[src/rtl/pflm_ram.sv]
`default_nettype none
// ----------------------------------------------------------------------------
// pflm_ram
// Generic simple dual-port RAM: one write port, one read port, registered read.
// ----------------------------------------------------------------------------
module pflm_ram #(
    parameter int WIDTH = 8,
    parameter int DEPTH = 16
) (
    input  wire logic                     i_clk,
    input  wire logic                     i_we,
    input  wire logic [$clog2(DEPTH)-1:0] i_waddr,
    input  wire logic [WIDTH-1:0]         i_wdata,
    input  wire logic [$clog2(DEPTH)-1:0] i_raddr,
    output logic      [WIDTH-1:0]         o_rdata
);

    logic [WIDTH-1:0] r_mem [DEPTH];

    always_ff @(posedge i_clk) begin
        if (i_we) begin
            r_mem[i_waddr] <= i_wdata;
        end
        o_rdata <= r_mem[i_raddr];
    end

endmodule : pflm_ram
`default_nettype wire

[config.mk]
export PLATFORM = sky130hd
export DESIGN_NAME = pflm_ram
export DESIGN_NICKNAME = d
export VERILOG_FILES = /design/src/rtl/pflm_ram.sv
export SDC_FILE = /design/constraint.sdc
export NUM_CORES = 1
export LEC_CHECK = 0
export BUFFER_PORTS_ARGS = -buffer_cell sky130_fd_sc_hd__buf_2
export CAP_MARGIN = 20
export CORE_ASPECT_RATIO = 0.6
export CORE_MARGIN = 2
export CORE_UTILIZATION = 40
export CTS_CLUSTER_SIZE = 24
export DETAILED_ROUTE_END_ITERATION = 8
export PLACE_DENSITY = 0.67
export SKIP_CTS_REPAIR_TIMING = 1
export SYNTH_ARGS = -nofsm -noshare
export SYNTH_HDL_FRONTEND = slang
export SYNTH_SLANG_ARGS = --single-unit
[constraint.sdc]
create_clock -name i_clk -period 2.6 [get_ports i_clk]
set_input_delay 0.52 -clock i_clk [delete_from_list [all_inputs] [get_ports i_clk]]
set_output_delay 0.52 -clock i_clk [all_outputs]
set_load 0.01 [all_outputs]
==> results.ini <==
[clock_tree]
insertion_delay_ps = 410
h-tree-depth = 4
clk_pin_slew_ps = 60
cts_buffers = 17
cts_tree = done
clock_path_buffers = 2
clockRootBuffer = clkbuf_16
clock_sinks = 136

[sta]
worstMarginPinSlew_ps = 800
relSlewSlack = 0.465
min_period_over_period = 0.654
finalSetupViolCount = 0
tns_ps = 0
finalMaxSlewViolations = 0
layout_min_cycle_time_ps = 1700
rsz0062_at_grt = false
skew_ps = 6.67
hold_viol_final = 0
fmax_mhz = 588

[synthesis]
synth_fp_nets = 247
synthCells = 229
synth_edf_count = 128
synth_area_per_cell_um2 = 22.5
yosysMostFrequentCell = edfxtp_1
synth_common_cells = edfxtp_1 (128), mux4_2 (18), a22oi_1 (16), mux4_1 (14), nor2_1 (13)
synth.largest_area_cell = edfxtp_1
synthFlopType = edfxtp_1
ys_seq_area_frac = 0.778
ys_warn_count = 0
synth.area.top_cells = edfxtp_1 (75%), mux4_2 (7.9%), mux4_1 (7.1%), dfxtp_1 (3.1%), a22oi_1 (2.3%)
synth-seq-cells = 136
async_flop_share = 0
ys_types = 19
yosysTopAreaCellShare = 0.747
syn_area_mm2 = 0.00515

[final_layout]
multi_input_area_mm2 = 0.00106
regArea_mm2 = 0.00400
stdcell_count = 464
diodes = 0
layout-drive-gt1-share = 0.310
final_nets = 299
area_growth_syn_to_layout_pct = 19.2
fillers = 1030

[pwr]
p_leak_nw = 2.07
p_sw_frac = 0.202
sequentialPowerShare = 0.496
vdd_drop_max_mv = 0.553
power.internal_mw = 3.98
comb_power_share = 0.046
p_per_area_mw_per_mm2 = 812
clock_power_share = 0.458
p_switching_mw = 1.01

[place]
dp_cells = 432
dpl.hpwl_mm = 6.75
globalplace.congestion = 0.772
io_buffers = 25

[floorplan]
initial_core_util = 0.406
rows = 32
io_pins = 26
dieHeight_um = 91.9
core_mm2 = 0.0127
die_area_mm2 = 0.0138
fp.dieW_um = 150

[critical_path]
cp-start-kind = primary input
r2r_cells = 3
required_ps = 2890
cp-end-kind = flop
path_max_fanout = 26
crit_type = primary input to flop
critical_path_arrival_ps = 1990

[route]
drc = 0
wl_mm = 10.3
vias = 2486
vias_per_cell = 5.36
drtAntennaViolNets = 0
dr.pass1.iters = 4
drt_iter0_drc = 218
post_drt_wl_per_cell_um = 22.2

[global_routing]
grt_antenna_before_repair = 0
grt_pass1_wl_mm = 15.5
grt_pass1_vias = 2552
grt_max_degree = 27
grt_overflow = 0
grt_usage = 0.164

[worst_hold_path]
hp-class = primary input to flop
hold_depth = 1

[run]
drv_cap = 0

[run_status]
status = finished, final reports clean

## per-stage QoR
stage / power (mW) / area [um2] / utilization / setup slack [ps] / hold WS [ps]
2_1_floorplan: 2.64 / 5150 / - / 587 / 619
4_1_cts: 5.02 / 6130 / 0.483 / 887 / 483
6_report: 4.98 / 6130 / 0.483 / 899 / 495
5_1_grt: 5.15 / 6130 / 0.483 / 828 / 496
3_3_place_gp: 2.74 / 5560 / 0.438 / 477 / 656
3_5_place_dp: 2.75 / 5560 / 0.438 / 448 / 659
## power groups by stage
stage                     Combinational (mW)  Sequential [mW]  Clock, mW
after floorplan                        0.124             2.51          0
after global placement                 0.225             2.51          0
after detailed placement               0.232             2.51          0
after CTS                              0.233             2.47       2.32
after global routing                   0.247             2.47       2.43
final                                  0.229             2.47       2.28
## layout by cell type, fill, tap and decap left out, drive strengths merged
| master | instances |
|---|---|
| edfxtp | 128 |
| buf | 43 |
| mux4 | 32 |
| clkbuf | 19 |
| a22oi | 16 |
| nor2 | 13 |
| nand2 | 9 |
| dfxtp | 8 |
| clkinv | 8 |
| nor3 | 4 |
| clkinvlp | 3 |
| nand3b | 2 |
| nand2b | 2 |
| bufinv | 2 |
| nor2b | 1 |
| and2 | 1 |
| and2b | 1 |
| nand3 | 1 |
| or3b | 1 |
## layout make-up
type,instances,area share
flip-flops and latches,136,0.653
multi-input cells,83,0.172
clock buffers,19,0.0722
repair buffers,43,0.0465
well taps,170,0.0347
clock inverters,13,0.0214
## path summary, 6_finish.rpt
check | startpoint | to | slack, ps
worst max-delay path | i_raddr[0] | o_rdata[5] | 900
worst min-delay path | i_wdata[0] | r_mem[11][0] | 500
worst max register to register | r_mem[9][5] | o_rdata[5] | 1240
worst min register to register | r_mem[15][0] | o_rdata[0] | 670
## logic make-up after synthesis
logic type / share of synthesized area
DFF: 0.778
and+or+nand+nor: 0.0318
muxes: 0.150
AOI/OAI and AO/OA: 0.0233
buffers and inverters: 0.0168
## sequential cells by signal, summed over array words and instances, names as in the netlist
| register | flops |
|---|---|
| o_rdata | 8 |
| r_mem | 128 |
## worst max-delay path, stage by stage
cell and delay [ps]:
buf_2 230, buf_12 260, mux4_1 610, a22oi_1 260, nand2_1 70
## layer usage
layer	GRT usage	routed length (um)
met1	0.242	5000
met2	0.239	4760
met3	0.0433	434
met4	0.0542	112
met5	0	0
(Power assumes the default switching activity.)
